===== src/design/ret_pkg.sv =====
// Shared types and constants for the extrapolation tableau block.
package ret_pkg;

  localparam int MaxStages = 8;
  localparam int IdxW = $clog2(MaxStages);
  localparam int CntW = IdxW + 1;
  localparam int ValW = 48;
  localparam int FacW = 61;

  localparam int RegStepCount   = 0;
  localparam int RegStepDivisor = 1;
  localparam int RegMethodOrder = 2;

  typedef logic signed [ValW-1:0] val_t;

  typedef enum logic [2:0] {
    ST_IDLE,
    ST_FAC,
    ST_RDA,
    ST_RDB,
    ST_CAP,
    ST_DIV,
    ST_WR
  } state_t;

  // Divider request and reply
  typedef struct packed {
    logic              start;
    logic signed [49:0] num;
    logic [FacW-1:0]   den;
  } div_req_t;

  typedef struct packed {
    logic              done;
    logic signed [49:0] quo;
    logic signed [FacW:0] rem;
  } div_rsp_t;

endpackage


===== src/design/ret_div.sv =====
// Restoring serial divider, signed numerator, unsigned denominator, one bit a cycle.
module ret_div (
  input  logic              clk,
  input  logic              rst_n,
  input  ret_pkg::div_req_t req,
  output ret_pkg::div_rsp_t rsp
);
  import ret_pkg::*;

  logic [49:0]     mag_r, mag_nxt;
  logic [FacW:0]   rem_r, rem_nxt;
  logic [FacW-1:0] den_r;
  logic            neg_r;
  logic [5:0]      cnt_r;
  logic            busy_r, done_r;
  logic [FacW:0]   trial;

  assign trial   = {rem_r[FacW-1:0], mag_r[49]} - {1'b0, den_r};
  assign rem_nxt = trial[FacW] ? {rem_r[FacW-1:0], mag_r[49]} : trial;
  assign mag_nxt = {mag_r[48:0], ~trial[FacW]};

  always_ff @(posedge clk) begin
    if (!rst_n) begin
      busy_r <= 1'b0;
      done_r <= 1'b0;
      cnt_r  <= '0;
    end else begin
      done_r <= 1'b0;
      if (req.start) begin
        busy_r <= 1'b1;
        cnt_r  <= 6'd50;
      end else if (busy_r) begin
        cnt_r <= cnt_r - 6'd1;
        if (cnt_r == 6'd1) begin
          busy_r <= 1'b0;
          done_r <= 1'b1;
        end
      end
    end
  end

  // Datapath
  always_ff @(posedge clk) begin
    if (req.start) begin
      neg_r <= req.num[49];
      mag_r <= req.num[49] ? 50'(-req.num) : 50'(req.num);
      rem_r <= '0;
      den_r <= req.den;
    end else if (busy_r) begin
      mag_r <= mag_nxt;
      rem_r <= rem_nxt;
    end
  end

  // Truncating result: quotient and remainder take the numerator's sign
  always_comb begin
    rsp.done = done_r;
    rsp.quo  = neg_r ? -$signed(mag_r) : $signed(mag_r);
    rsp.rem  = neg_r ? -$signed(rem_r) : $signed(rem_r);
  end

endmodule


===== src/design/ret_mem.sv =====
// Tableau store: synchronous RAM, one write port, one registered read port.
module ret_mem (
  input  logic                    clk,
  input  logic                    we,
  input  logic [ret_pkg::IdxW-1:0] waddr,
  input  ret_pkg::val_t           wdata,
  input  logic [ret_pkg::IdxW-1:0] raddr,
  output ret_pkg::val_t           rdata
);
  import ret_pkg::*;

  val_t mem [MaxStages];

  always_ff @(posedge clk) begin
    if (we) mem[waddr] <= wdata;
    rdata <= mem[raddr];
  end

endmodule


===== src/design/richardson_extrapolation_tableau.sv =====
// Top level of the Richardson extrapolation tableau.
// Usage: write step_count, step_divisor and method_order on the cfg_ port
// (index 0, 1, 2) only while busy is low and nothing is in flight. Each word
// on in_ is one stage value of the current component, accepted at a rising
// edge with start high and busy low. Stages go into an 8-entry tableau RAM
// with a registered read port. A stage other than the last is written as it
// is accepted; busy stays low. Pass through (count 0 or 1) puts the result on
// out_ in the cycle after the accepting edge. The last stage of a count-n
// component holds busy high while, for each column k = 1 .. n-1, the factor
// divisor^(order*k), capped at 2^60, is formed by repeated multiplication, and
// then each entry i = n-1 .. k is updated: two reads, a capture, a division by
// the factor minus 1 in the shared 50-step serial divider and one write. A
// factor of 0 or 1 skips the divider, which sets the pace. The result is on
// out_ in the first cycle with busy low again. out_valid marks each result
// for one cycle; the receiver cannot stall. Reset clears the stage index and
// the registers (count 1, divisor 2, order 1); the tableau RAM is not
// cleared, entries are written before read.
module richardson_extrapolation_tableau (
  input  logic                 clk,
  input  logic                 rst_n,
  input  logic                 start,
  output logic                 busy,
  input  logic signed [47:0]   in_stage_value,
  input  logic                 in_final_component,
  output logic                 out_valid,
  output logic signed [47:0]   out_extrapolated,
  output logic                 out_final_out,
  input  logic                 cfg_we,
  input  logic [1:0]           cfg_index,
  input  logic [3:0]           cfg_data
);
  import ret_pkg::*;

  localparam logic [FacW-1:0] FacCap = FacW'(1) << 60;

  state_t state_r, state_nxt;
  logic [3:0] count_r;
  logic [2:0] divisor_r, order_r;
  logic [IdxW-1:0] idx_r;
  logic [CntW-1:0] steps;
  logic [CntW-1:0] k_r, i_r;
  logic [5:0] e_r;
  logic [FacW-1:0] f_r;
  logic fin_r;
  val_t a_r, res_r, sat_w;
  logic out_valid_r;
  logic [IdxW-1:0] pos;
  div_req_t dreq;
  div_rsp_t drsp;
  logic mwe;
  logic [IdxW-1:0] mwa, mra;
  val_t mwd, mrd;
  logic signed [50:0] s_w;
  logic [FacW+3:0] prod;

  assign steps = (count_r > 4'(MaxStages)) ? CntW'(MaxStages) : CntW'(count_r);
  assign pos = (CntW'(idx_r) > steps - CntW'(1)) ? IdxW'(steps - CntW'(1)) : idx_r;
  assign busy = (state_r != ST_IDLE);
  assign prod = (FacW+4)'(f_r) * (FacW+4)'(divisor_r);

  // Configuration registers
  always_ff @(posedge clk) begin
    if (!rst_n) begin
      count_r <= 4'd1; divisor_r <= 3'd2; order_r <= 3'd1;
    end else if (cfg_we) begin
      unique case (cfg_index)
        2'(RegStepCount):   count_r   <= cfg_data;
        2'(RegStepDivisor): divisor_r <= cfg_data[2:0];
        2'(RegMethodOrder): order_r   <= cfg_data[2:0];
        default: ;
      endcase
    end
  end

  // Combine: s = a + trunc(d/m), adjusted by the remainder sign, saturated
  always_comb begin
    s_w = 51'(a_r) + 51'($signed(drsp.quo));
    if (s_w > 51'sd0 && drsp.rem[FacW]) s_w = s_w - 51'sd1;
    else if (s_w < 51'sd0 && !drsp.rem[FacW] && drsp.rem != '0) s_w = s_w + 51'sd1;
    if (s_w > 51'sh7FFFFFFFFFFF) sat_w = 48'sh7FFFFFFFFFFF;
    else if (s_w < -51'sh800000000000) sat_w = 48'sh800000000000;
    else sat_w = s_w[47:0];
  end

  // Next state, RAM ports and divider request
  always_comb begin
    state_nxt = state_r;
    mwe = 1'b0; mwa = pos; mwd = in_stage_value;
    mra = IdxW'(i_r);
    dreq.start = 1'b0;
    dreq.num = 50'(a_r) - 50'(mrd);
    dreq.den = f_r - FacW'(1);
    unique case (state_r)
      ST_IDLE: if (start && count_r > 4'd1) begin
        mwe = 1'b1;
        if (CntW'(pos) == steps - CntW'(1)) state_nxt = ST_FAC;
      end
      ST_FAC: if (e_r == 6'd0) state_nxt = ST_RDA;
      ST_RDA: state_nxt = ST_RDB;
      ST_RDB: begin
        mra = IdxW'(i_r - CntW'(1));
        state_nxt = ST_CAP;
      end
      // t[i] in a_r, t[i-1] on the read port
      ST_CAP: begin
        if (f_r > FacW'(1)) begin
          dreq.start = 1'b1;
          state_nxt = ST_DIV;
        end else state_nxt = ST_WR;
      end
      ST_DIV: if (drsp.done) state_nxt = ST_WR;
      ST_WR: begin
        mwe = 1'b1; mwa = IdxW'(i_r); mwd = res_r;
        if (i_r == k_r) begin
          if (k_r == steps - CntW'(1)) state_nxt = ST_IDLE;
          else state_nxt = ST_FAC;
        end else state_nxt = ST_RDA;
      end
      default: state_nxt = ST_IDLE;
    endcase
  end

  always_ff @(posedge clk) begin
    if (!rst_n) state_r <= ST_IDLE;
    else state_r <= state_nxt;
  end

  // Sequencer control and datapath
  always_ff @(posedge clk) begin
    if (!rst_n) begin
      idx_r <= '0; out_valid_r <= 1'b0;
      k_r <= '0; i_r <= '0; e_r <= '0;
    end else begin
      out_valid_r <= 1'b0;
      unique case (state_r)
        ST_IDLE: if (start) begin
          fin_r <= in_final_component;
          if (count_r <= 4'd1) begin
            idx_r <= '0; out_valid_r <= 1'b1; res_r <= in_stage_value;
          end else if (CntW'(pos) == steps - CntW'(1)) begin
            idx_r <= '0; k_r <= CntW'(1); i_r <= steps - CntW'(1);
            f_r <= FacW'(1); e_r <= 6'(order_r);
          end else idx_r <= pos + IdxW'(1);
        end
        ST_FAC: if (e_r != 6'd0) begin
          e_r <= e_r - 6'd1;
          if (divisor_r == 3'd0) f_r <= '0;
          else if (prod > (FacW+4)'(FacCap)) f_r <= FacCap;
          else f_r <= FacW'(prod);
        end
        ST_RDB: a_r <= mrd;
        ST_CAP: begin
          if (f_r == FacW'(1)) res_r <= a_r;
          else if (f_r == '0) res_r <= mrd;
        end
        ST_DIV: if (drsp.done) res_r <= sat_w;
        // Last write of the sweep is t[n-1]; it stays in res_r for the output
        ST_WR: begin
          if (i_r == k_r) begin
            if (k_r == steps - CntW'(1)) out_valid_r <= 1'b1;
            else begin
              k_r <= k_r + CntW'(1); i_r <= steps - CntW'(1);
              f_r <= FacW'(1); e_r <= 6'(order_r) * 6'(k_r + CntW'(1));
            end
          end else i_r <= i_r - CntW'(1);
        end
        default: ;
      endcase
    end
  end

  ret_mem u_mem (
    .clk(clk), .we(mwe), .waddr(mwa), .wdata(mwd), .raddr(mra), .rdata(mrd)
  );

  ret_div u_div (.clk(clk), .rst_n(rst_n), .req(dreq), .rsp(drsp));

  assign out_valid = out_valid_r;
  assign out_extrapolated = res_r;
  assign out_final_out = fin_r;

`ifndef SYNTH
  // Results only appear while the sequencer is idle
  a_out_idle: assert property (@(posedge clk) disable iff (!rst_n)
    out_valid |-> !busy)
    else $error("result word while busy");

  // Sweep indices stay inside the tableau
  a_sweep_idx: assert property (@(posedge clk) disable iff (!rst_n)
    (state_r != ST_IDLE) |->
      (k_r >= CntW'(1) && k_r < steps && i_r >= k_r && i_r < steps))
    else $error("sweep index out of range");

  // Divider finishes only while it is awaited
  a_div_done: assert property (@(posedge clk) disable iff (!rst_n)
    drsp.done |-> (state_r == ST_DIV))
    else $error("divider done outside ST_DIV");

  // Factor in range whenever the divider runs
  a_div_fac: assert property (@(posedge clk) disable iff (!rst_n)
    (state_r == ST_DIV) |-> (f_r > FacW'(1) && f_r <= FacCap))
    else $error("factor out of range during division");
`endif

endmodule

===== config.mk =====
export PLATFORM = sky130hd
export DESIGN_NAME = richardson_extrapolation_tableau
export DESIGN_NICKNAME = d
export VERILOG_FILES = /design/src/design/ret_pkg.sv /design/src/design/ret_div.sv /design/src/design/ret_mem.sv /design/src/design/richardson_extrapolation_tableau.sv
export SDC_FILE = /design/constraint.sdc
export NUM_CORES = 2
export LEC_CHECK = 0
export BUFFER_PORTS_ARGS = -buffer_cell sky130_fd_sc_hd__buf_2
export CAP_MARGIN = 40
export CORE_MARGIN = 4
export CORE_UTILIZATION = 59
export DETAILED_ROUTE_END_ITERATION = 7
export HOLD_SLACK_MARGIN = 0.06
export PLACE_DENSITY_LB_ADDON = 0.12
export REMOVE_ABC_BUFFERS = 1
export SLEW_MARGIN = 0
export SYNTH_ARGS = -nofsm -noshare
export SYNTH_HDL_FRONTEND = slang
export SYNTH_SLANG_ARGS = --single-unit

===== constraint.sdc =====
create_clock -name clk -period 8.9 [get_ports clk]
set_input_delay 0.445 -clock clk [delete_from_list [all_inputs] [get_ports clk]]
set_output_delay 0.445 -clock clk [all_outputs]
set_load 0.05 [all_outputs]

# Word level (Yosys, flattened, before mapping)
# Memories as Yosys holds them, arrays and structs flattened. A register that Yosys moved wholly into a read port is not among the register bits.
# Cells that the tools add are included.
# Widths: inputs -> output; s select.
[op_classes] n_bitwise=3 n_mux=76 n_eq_ne=25 reduce_logical=31 n_addsub=16 multipliers=2 n_lt_le_gt_ge=10
[op_table] cell="$mux 61" n=8
[op_table] cell="$mux 48" n=8
[op_table] cell="$mux 50" n=4
[op_table] cell="$pmux 61 s3" n=1
[op_table] cell="$pmux 48 s3" n=1
[op_table] cell="$mux 62" n=2
[op_table] cell="$mux 51" n=2
[op_table] cell="$gt 64x61->1 const B" n=1
[op_table] cell="$mul 61x3->64" n=1
[op_table] cell="$neg 62->62" n=1
[op_table] cell="$reduce_bool 62->1" n=1
[op_table] cell="$sub 62x61->62" n=1
[op_table] cell="$eq 61x1->1 const B" n=1
[op_table] cell="$gt 61x1->1 const B" n=1
[op_table] cell="$logic_not 61->1" n=1
[op_table] cell="$sub 61x1->61 const B" n=1
[op_table] cell="$add 48x50->51" n=1
[op_table] cell="$add 51x2->51 const B" n=1
[op_table] cell="$gt 51x1->1 const B" n=1
[op_table] cell="$gt 51x48->1 const B" n=1
[op_table] cell="$lt 51x1->1 const B" n=1
[op_table] cell="$lt 51x48->1 const B" n=1
[op_table] cell="$sub 51x2->51 const B" n=1
[op_table] cell="$neg 49->50" n=1
[op_table] cell="other kinds (50)" n=120
[totals] ram_bits=384 in_bits=59 ff_bits=371 output_inout_bits=51 word_cells=185 memories=1
[memory_table] memory="u_mem.mem" words=8 width=48 rd=1 rd_ports_with_merged_regs=1 write_ports=1 line_no="ret_mem.sv:12" source="val_t mem [MaxStages];"

# Longest topological paths before layout
[logic_depth] word_depth=13 mapped_depth=30

# Modules after synthesis
# From an unflattened synthesis, not the netlist that was laid out.
[unflattened] cells_unflattened=5462 area_unflattened_um2=54496.0
[modules_own_cells] mod="richardson_extrapolation_tableau" cells_per_inst=3204 seq_area_each_um2=5365.1 area_per_inst_um2=24853.8 instances=1
[modules_own_cells] mod="ret_mem" cells_per_inst=616 seq_area_each_um2=12492.0 area_per_inst_um2=15620.0 instances=1
[modules_own_cells] mod="ret_div" cells_per_inst=1642 seq_area_each_um2=4764.6 area_per_inst_um2=14022.2 instances=1

# Least setup slack after synthesis
# OpenSTA, ideal clock, no wires.
[synth_path] kind="flip-flop to flip-flop" from="register u_div.mag_r[17]" to="register res_r[46], in the netlist out_extrapolated[46], data pin" path_slack_ns=1.643 path_buffers=2 period_less_slack_ns=7.257 arrival_time_ns=6.992 setup_time_ns=0.266 path_stages_with_launch=26 path_cell_list="edfxtp_1 -> or3_1 -> or3_1 -> or4_1 -> or2_2 -> clkbuf_1 -> or3_1 -> nand2b_1 -> nand2b_1 -> o31ai_1 -> xnor2_1 -> ha_1 -> clkbuf_1 -> and3_1 -> a221o_1 -> a221o_1 -> o2bb2ai_1 -> nor2_1 -> a31oi_1 -> o311ai_0 -> nor4_1 -> nor4_1 -> nand3_1 -> o2bb2a_1 -> xnor2_1 -> o211ai_1"
[synth_between] elab_chain_cells=13 word_cells_on_any_way=18
[synth_lines] element="start, declared" line_no="ret_div.sv:10" source="logic [49:0] mag_r, mag_nxt;"
[synth_lines] element="start signal, assigned" line_no="ret_div.sv:46" source="mag_r <= req.num[49] ? 50'(-req.num) : 50'(req.num);"
[synth_lines] element="start signal, assigned" line_no="ret_div.sv:50" source="mag_r <= mag_nxt;"
[synth_lines] element="$neg 50->50" line_no="ret_div.sv:58" source="rsp.quo = neg_r ? -$signed(mag_r) : $signed(mag_r);"
[synth_lines] element="$mux 50 *" line_no="ret_div.sv:58"
[synth_lines] element="$add 48x50->51 *" line_no="richardson_extrapolation_tableau.sv:77" source="s_w = 51'(a_r) + 51'($signed(drsp.quo));"
[synth_lines] element="$lt 51x1->1" line_no="richardson_extrapolation_tableau.sv:79" source="else if (s_w < 51'sd0 && !drsp.rem[FacW] && drsp.rem != '0) s_w = s_w + 51'sd1;"
[synth_lines] element="$logic_and 1x1->1 (2 in series)" line_no="richardson_extrapolation_tableau.sv:79"
[synth_lines] element="$mux 51" line_no="richardson_extrapolation_tableau.sv:79"
[synth_lines] element="$mux 51 *" line_no="richardson_extrapolation_tableau.sv:78" source="if (s_w > 51'sd0 && drsp.rem[FacW]) s_w = s_w - 51'sd1;"
[synth_lines] element="$lt 51x48->1" line_no="richardson_extrapolation_tableau.sv:81" source="else if (s_w < -51'sh800000000000) sat_w = 48'sh800000000000;"
[synth_lines] element="$mux 48" line_no="richardson_extrapolation_tableau.sv:81"
[synth_lines] element="$mux 48 *" line_no="richardson_extrapolation_tableau.sv:80" source="if (s_w > 51'sh7FFFFFFFFFFF) sat_w = 48'sh7FFFFFFFFFFF;"
[synth_lines] element="$mux 48 *" line_no="richardson_extrapolation_tableau.sv:156" source="ST_DIV: if (drsp.done) res_r <= sat_w;"
[synth_lines] element="$pmux 48 s3 *" line_no="richardson_extrapolation_tableau.sv:135" source="unique case (state_r)"
[synth_lines] element="end signal, assigned" line_no="richardson_extrapolation_tableau.sv:153" source="if (f_r == FacW'(1)) res_r <= a_r;"
[synth_lines] element="end signal, assigned" line_no="richardson_extrapolation_tableau.sv:154" source="else if (f_r == '0) res_r <= mrd;"
[synth_lines] element="end signal, assigned" line_no="richardson_extrapolation_tableau.sv:156"
[synth_lines] element="end, declared" line_no="richardson_extrapolation_tableau.sv:45" source="val_t a_r, res_r, sat_w;"
# Mark *: on every way between the ends. The rest lies on a longest branch, timed or not. The select of a mux whose other input is x is not followed.
# A chain may end at the register's enable or synchronous reset.

# Worst setup path after layout
[layout_path] from="register u_div.mag_r[17]" to="register res_r[33], in the netlist out_extrapolated[33], data pin"
# Same word-level chain as after synthesis.

==> impl_metrics.csv <==
group,metric,value,unit
outcome,outcome,"completed",
critical_path,worstSetupPathType,"flop to flop",
drt,firstDrtPassIters,6,
layout,drive_above_1_share,10.3,%
grt,grt_usage,30.4,%
grt,grt.overflow.total,0,
drt,ant_nets,0,
grt,grt_pass1_vias,39000,
synth,ys_ff_latch,803,
synth,synth_cell_type_count,97,
synth,ys_top_cells_by_area,"edfxtp_1 (38%), ha_1 (5.8%), dfxtp_1 (5.7%)",
layout,layout_common_cells,"edfxtp_1 (654), nand2_1 (633), a21oi_1 (325), nor2_1 (319), inv_1 (309)",
timing,rsz0062_at_grt,"false",
power_and_ir_drop,p_sw_share,30.0,%
layout,final_util,65.5,%
die,rows,108,
die,dieArea,0.0931,mm2
clock_network,clockBufferDepth,3,
grt,grt_pass1_wl,224000,um
timing,maxSlewViolCount,0,
placement,hpwl,105000,um
clock_network,root_buffer,"clkbuf_16",
synth,synth_area_leader_cell,"edfxtp_1",
timing,post-route-period-util,93.6,%
grt,antenna_found_initial,1,
layout,final_common_cell,"edfxtp_1",
critical_path,crit_path_start_kind,"flop",
critical_path,cp_max_fo,19,
layout,fin_nets,5568,
drt,drt_iter0_markers,3621,
power_and_ir_drop,leakage,22.6,nW
drt,avgViaCountPerCell,6.25,
synth,ys_warn_count,0,
clock_network,postCtsSetupRepairBufs,0,
critical_path,crit_top_cell,"or3_1",
critical_path,worstSetupEndpointType,"flop",
critical_path,crit_arrival,8.73,ns
layout,antenna_cells,0,
timing,fin_skew,0.0317,ns
job,cap_violations,0,
critical_path,crit_path_top_delay_cell,"a211oi_1",
clock_network,cts-htree-levels,3,
timing,finalSetupViolations,0,
timing,min_period,8.33,ns
power_and_ir_drop,power_frac_seq,42.3,%
die,core_area,0.0872,mm2
power_and_ir_drop,pwr-share-clk,35.0,%
synth,netlist.area_leader.share,37.7,%
critical_path,cpPeakStageDelay,0.53,ns
grt,grt_max_degree,97,
synth,syn_avg_cell_area,10.1,um2
power_and_ir_drop,power-per-cell-area,186,mW/mm2
drt,wl_per_cell,22.3,um
die,die_h,305,um
drt,drcViolationCount,0,
placement,routabilityCongestion,0.978,
drt,drt-total-wl,143000,um
clock_network,numCtsBuffers,87,
clock_network,clk_pin_slew,0.07,ns
synth,synthCells,5169,
timing,hold_ws,0.116,ns
timing,max_freq,120,MHz
synth,synth_ff_type,"edfxtp_1",
timing,slew_headroom,33.0,%
critical_path,worstPathRequired,9.29,ns
critical_path,cp_num_buf_inv,2,
placement,portBuffers,109,
power_and_ir_drop,switching_power,0.00319,W
die,boundaryPins,110,
synth,synth_edf_count,654,
die,initial_core_util,59.7,%
layout,ff_latch_area,0.0226,mm2
critical_path,path_delay_family,"simple AND/OR/NAND/NOR gates",
synth,synth_area,0.0521,mm2
clock_network,cts_tree,"done",
power_and_ir_drop,comb_power_share,22.7,%
layout,area_growth,9.63,%
timing,worst_pin_slew,1.01,ns
hold_path,hp-class,"input port to flop",
die,die_x,305,um
drt,num_vias,40100,
layout,fillers,6829,
clock_network,cts_num_sinks,803,
power_and_ir_drop,vdd_ir_drop_max,0.000222,V
layout,multi_input_area,0.0275,mm2
clock_network,clock_latency,0.68,ns
timing,finalHoldViolCount,0,
synth,ys_seq_area_share,43.4,%
power_and_ir_drop,intPower,0.00744,W
synth,async_flop_share,0,%
-- registers in the layout (all words and copies together) (netlist names), 6 cells and up --
| register | flops |
|---|---|
| u_div.den_r | 61 |
| u_div.rem_r | 62 |
| f_r | 61 |
| u_div.cnt_r | 6 |
| out_extrapolated | 48 |
| e_r | 6 |
| a_r | 48 |
| u_div.mag_r | 50 |
| u_mem.mem | 384 |
| u_mem.rdata | 48 |
-- metal layers --
metal	vias up	track usage, %	wire length [um]
met5	-	0	0
met3	263	3.65	9660
met1	19400	42.2	61300
met4	0	10.9	5130
met2	1448	49.6	67100
li1	19000	-	-
-- what timing repair did --
| item | CTS | global route |
|---|---|---|
| resized for setup | 0 | 0 |
| hold endpoints to repair | 11 | 0 |
| endpoints found under the setup margin | 0 | 0 |
| hold buffers | 7 | 0 |
-- synthesized netlist by cell type, drive strengths merged, types with 12 or more instances --
cell type	number
edfxtp	654
nand2	635
nor2	328
a21oi	326
inv	312
o21ai	251
ha	243
xnor2	237
clkbuf	196
xor2	151
dfxtp	149
a21o	136
mux2i	116
nor3	100
mux4	96
nand3	91
nand4	71
or3	69
fa	67
a211oi	61
and2	59
nor4	58
nand2b	56
o211ai	54
mux2	52
and3	48
nor2b	47
buf	44
a31oi	37
o31ai	37
o21a	34
a21boi	32
or2	31
o21bai	24
or4	23
o2111ai	20
o22ai	19
a221oi	13
a22oi	12
-- cell families after synthesis --
| kind of cell | Yosys count | synth area share, % |
|---|---|---|
| xor gates and xnor gates | 388 | 6.53 |
| AOI/OAI and AO/OA | 1186 | 14.8 |
| and+or+nand+nor | 1665 | 15.3 |
| muxes | 264 | 7.51 |
| buffers and inverters | 553 | 4.06 |
| DFF | 803 | 43.4 |
| adders and majority gates | 310 | 8.42 |
-- metrics by stage --
| stage | power [W] | std cells | setup TNS (ns) | cell area [um2] | setup slack, ns |
|---|---|---|---|---|---|
| after floorplan | 0.00637 | 4929 | -86.15 | 51100 | -1.79 |
| after global placement | 0.00687 | 6243 | 0 | 53700 | 0.692 |
| after detailed placement | 0.00695 | 6258 | 0 | 54000 | 0.584 |
| after CTS | 0.0107 | 6426 | 0 | 57100 | 0.559 |
| after global routing | 0.0112 | 6426 | 0 | 57100 | 0.0230 |
| final | 0.0106 | 6426 | 0 | 57100 | 0.567 |
-- tightest hold or removal path, delay by kind of cell --
| kind | cells | cell delay, ns |
|---|---|---|
| compound gates | 2 | 0.13 |
| buf+inv | 1 | 0.09 |
-- layout make-up --
class                           instances  share of cell area (%)
Tap cell                             1155                    2.53
Sequential cell                       803                    39.6
Clock buffer                          116                    4.24
Inverter                              313                    2.06
Timing Repair Buffer                  181                    2.40
Multi-Input combinational cell       3813                    48.2
Clock inverter                         45                   0.962
-- final timing paths --
check	from	slack, ns	cells past startpoint	endpoint
worst max-delay path	u_div.mag_r[17]	0.57	27	out_extrapolated[33]
worst max register to register	u_div.mag_r[17]	0.57	27	out_extrapolated[33]
worst min-delay path	in_stage_value[38]	0.12	3	out_extrapolated[38]
worst min register to register	u_mem.rdata[43]	0.47	0	a_r[43]
-- power by group through the flow --
stage	sequential (W)	clock [W]	combinational [W]
floorplan	0.00452	0	0.00185
finish	0.00449	0.00372	0.00241
CTS	0.00449	0.00379	0.00240
global route	0.00452	0.00396	0.00269
detailed placement	0.00456	0	0.00238
global placement	0.00456	0	0.00231
No activity file was read; power rests on OpenSTA's default activity.
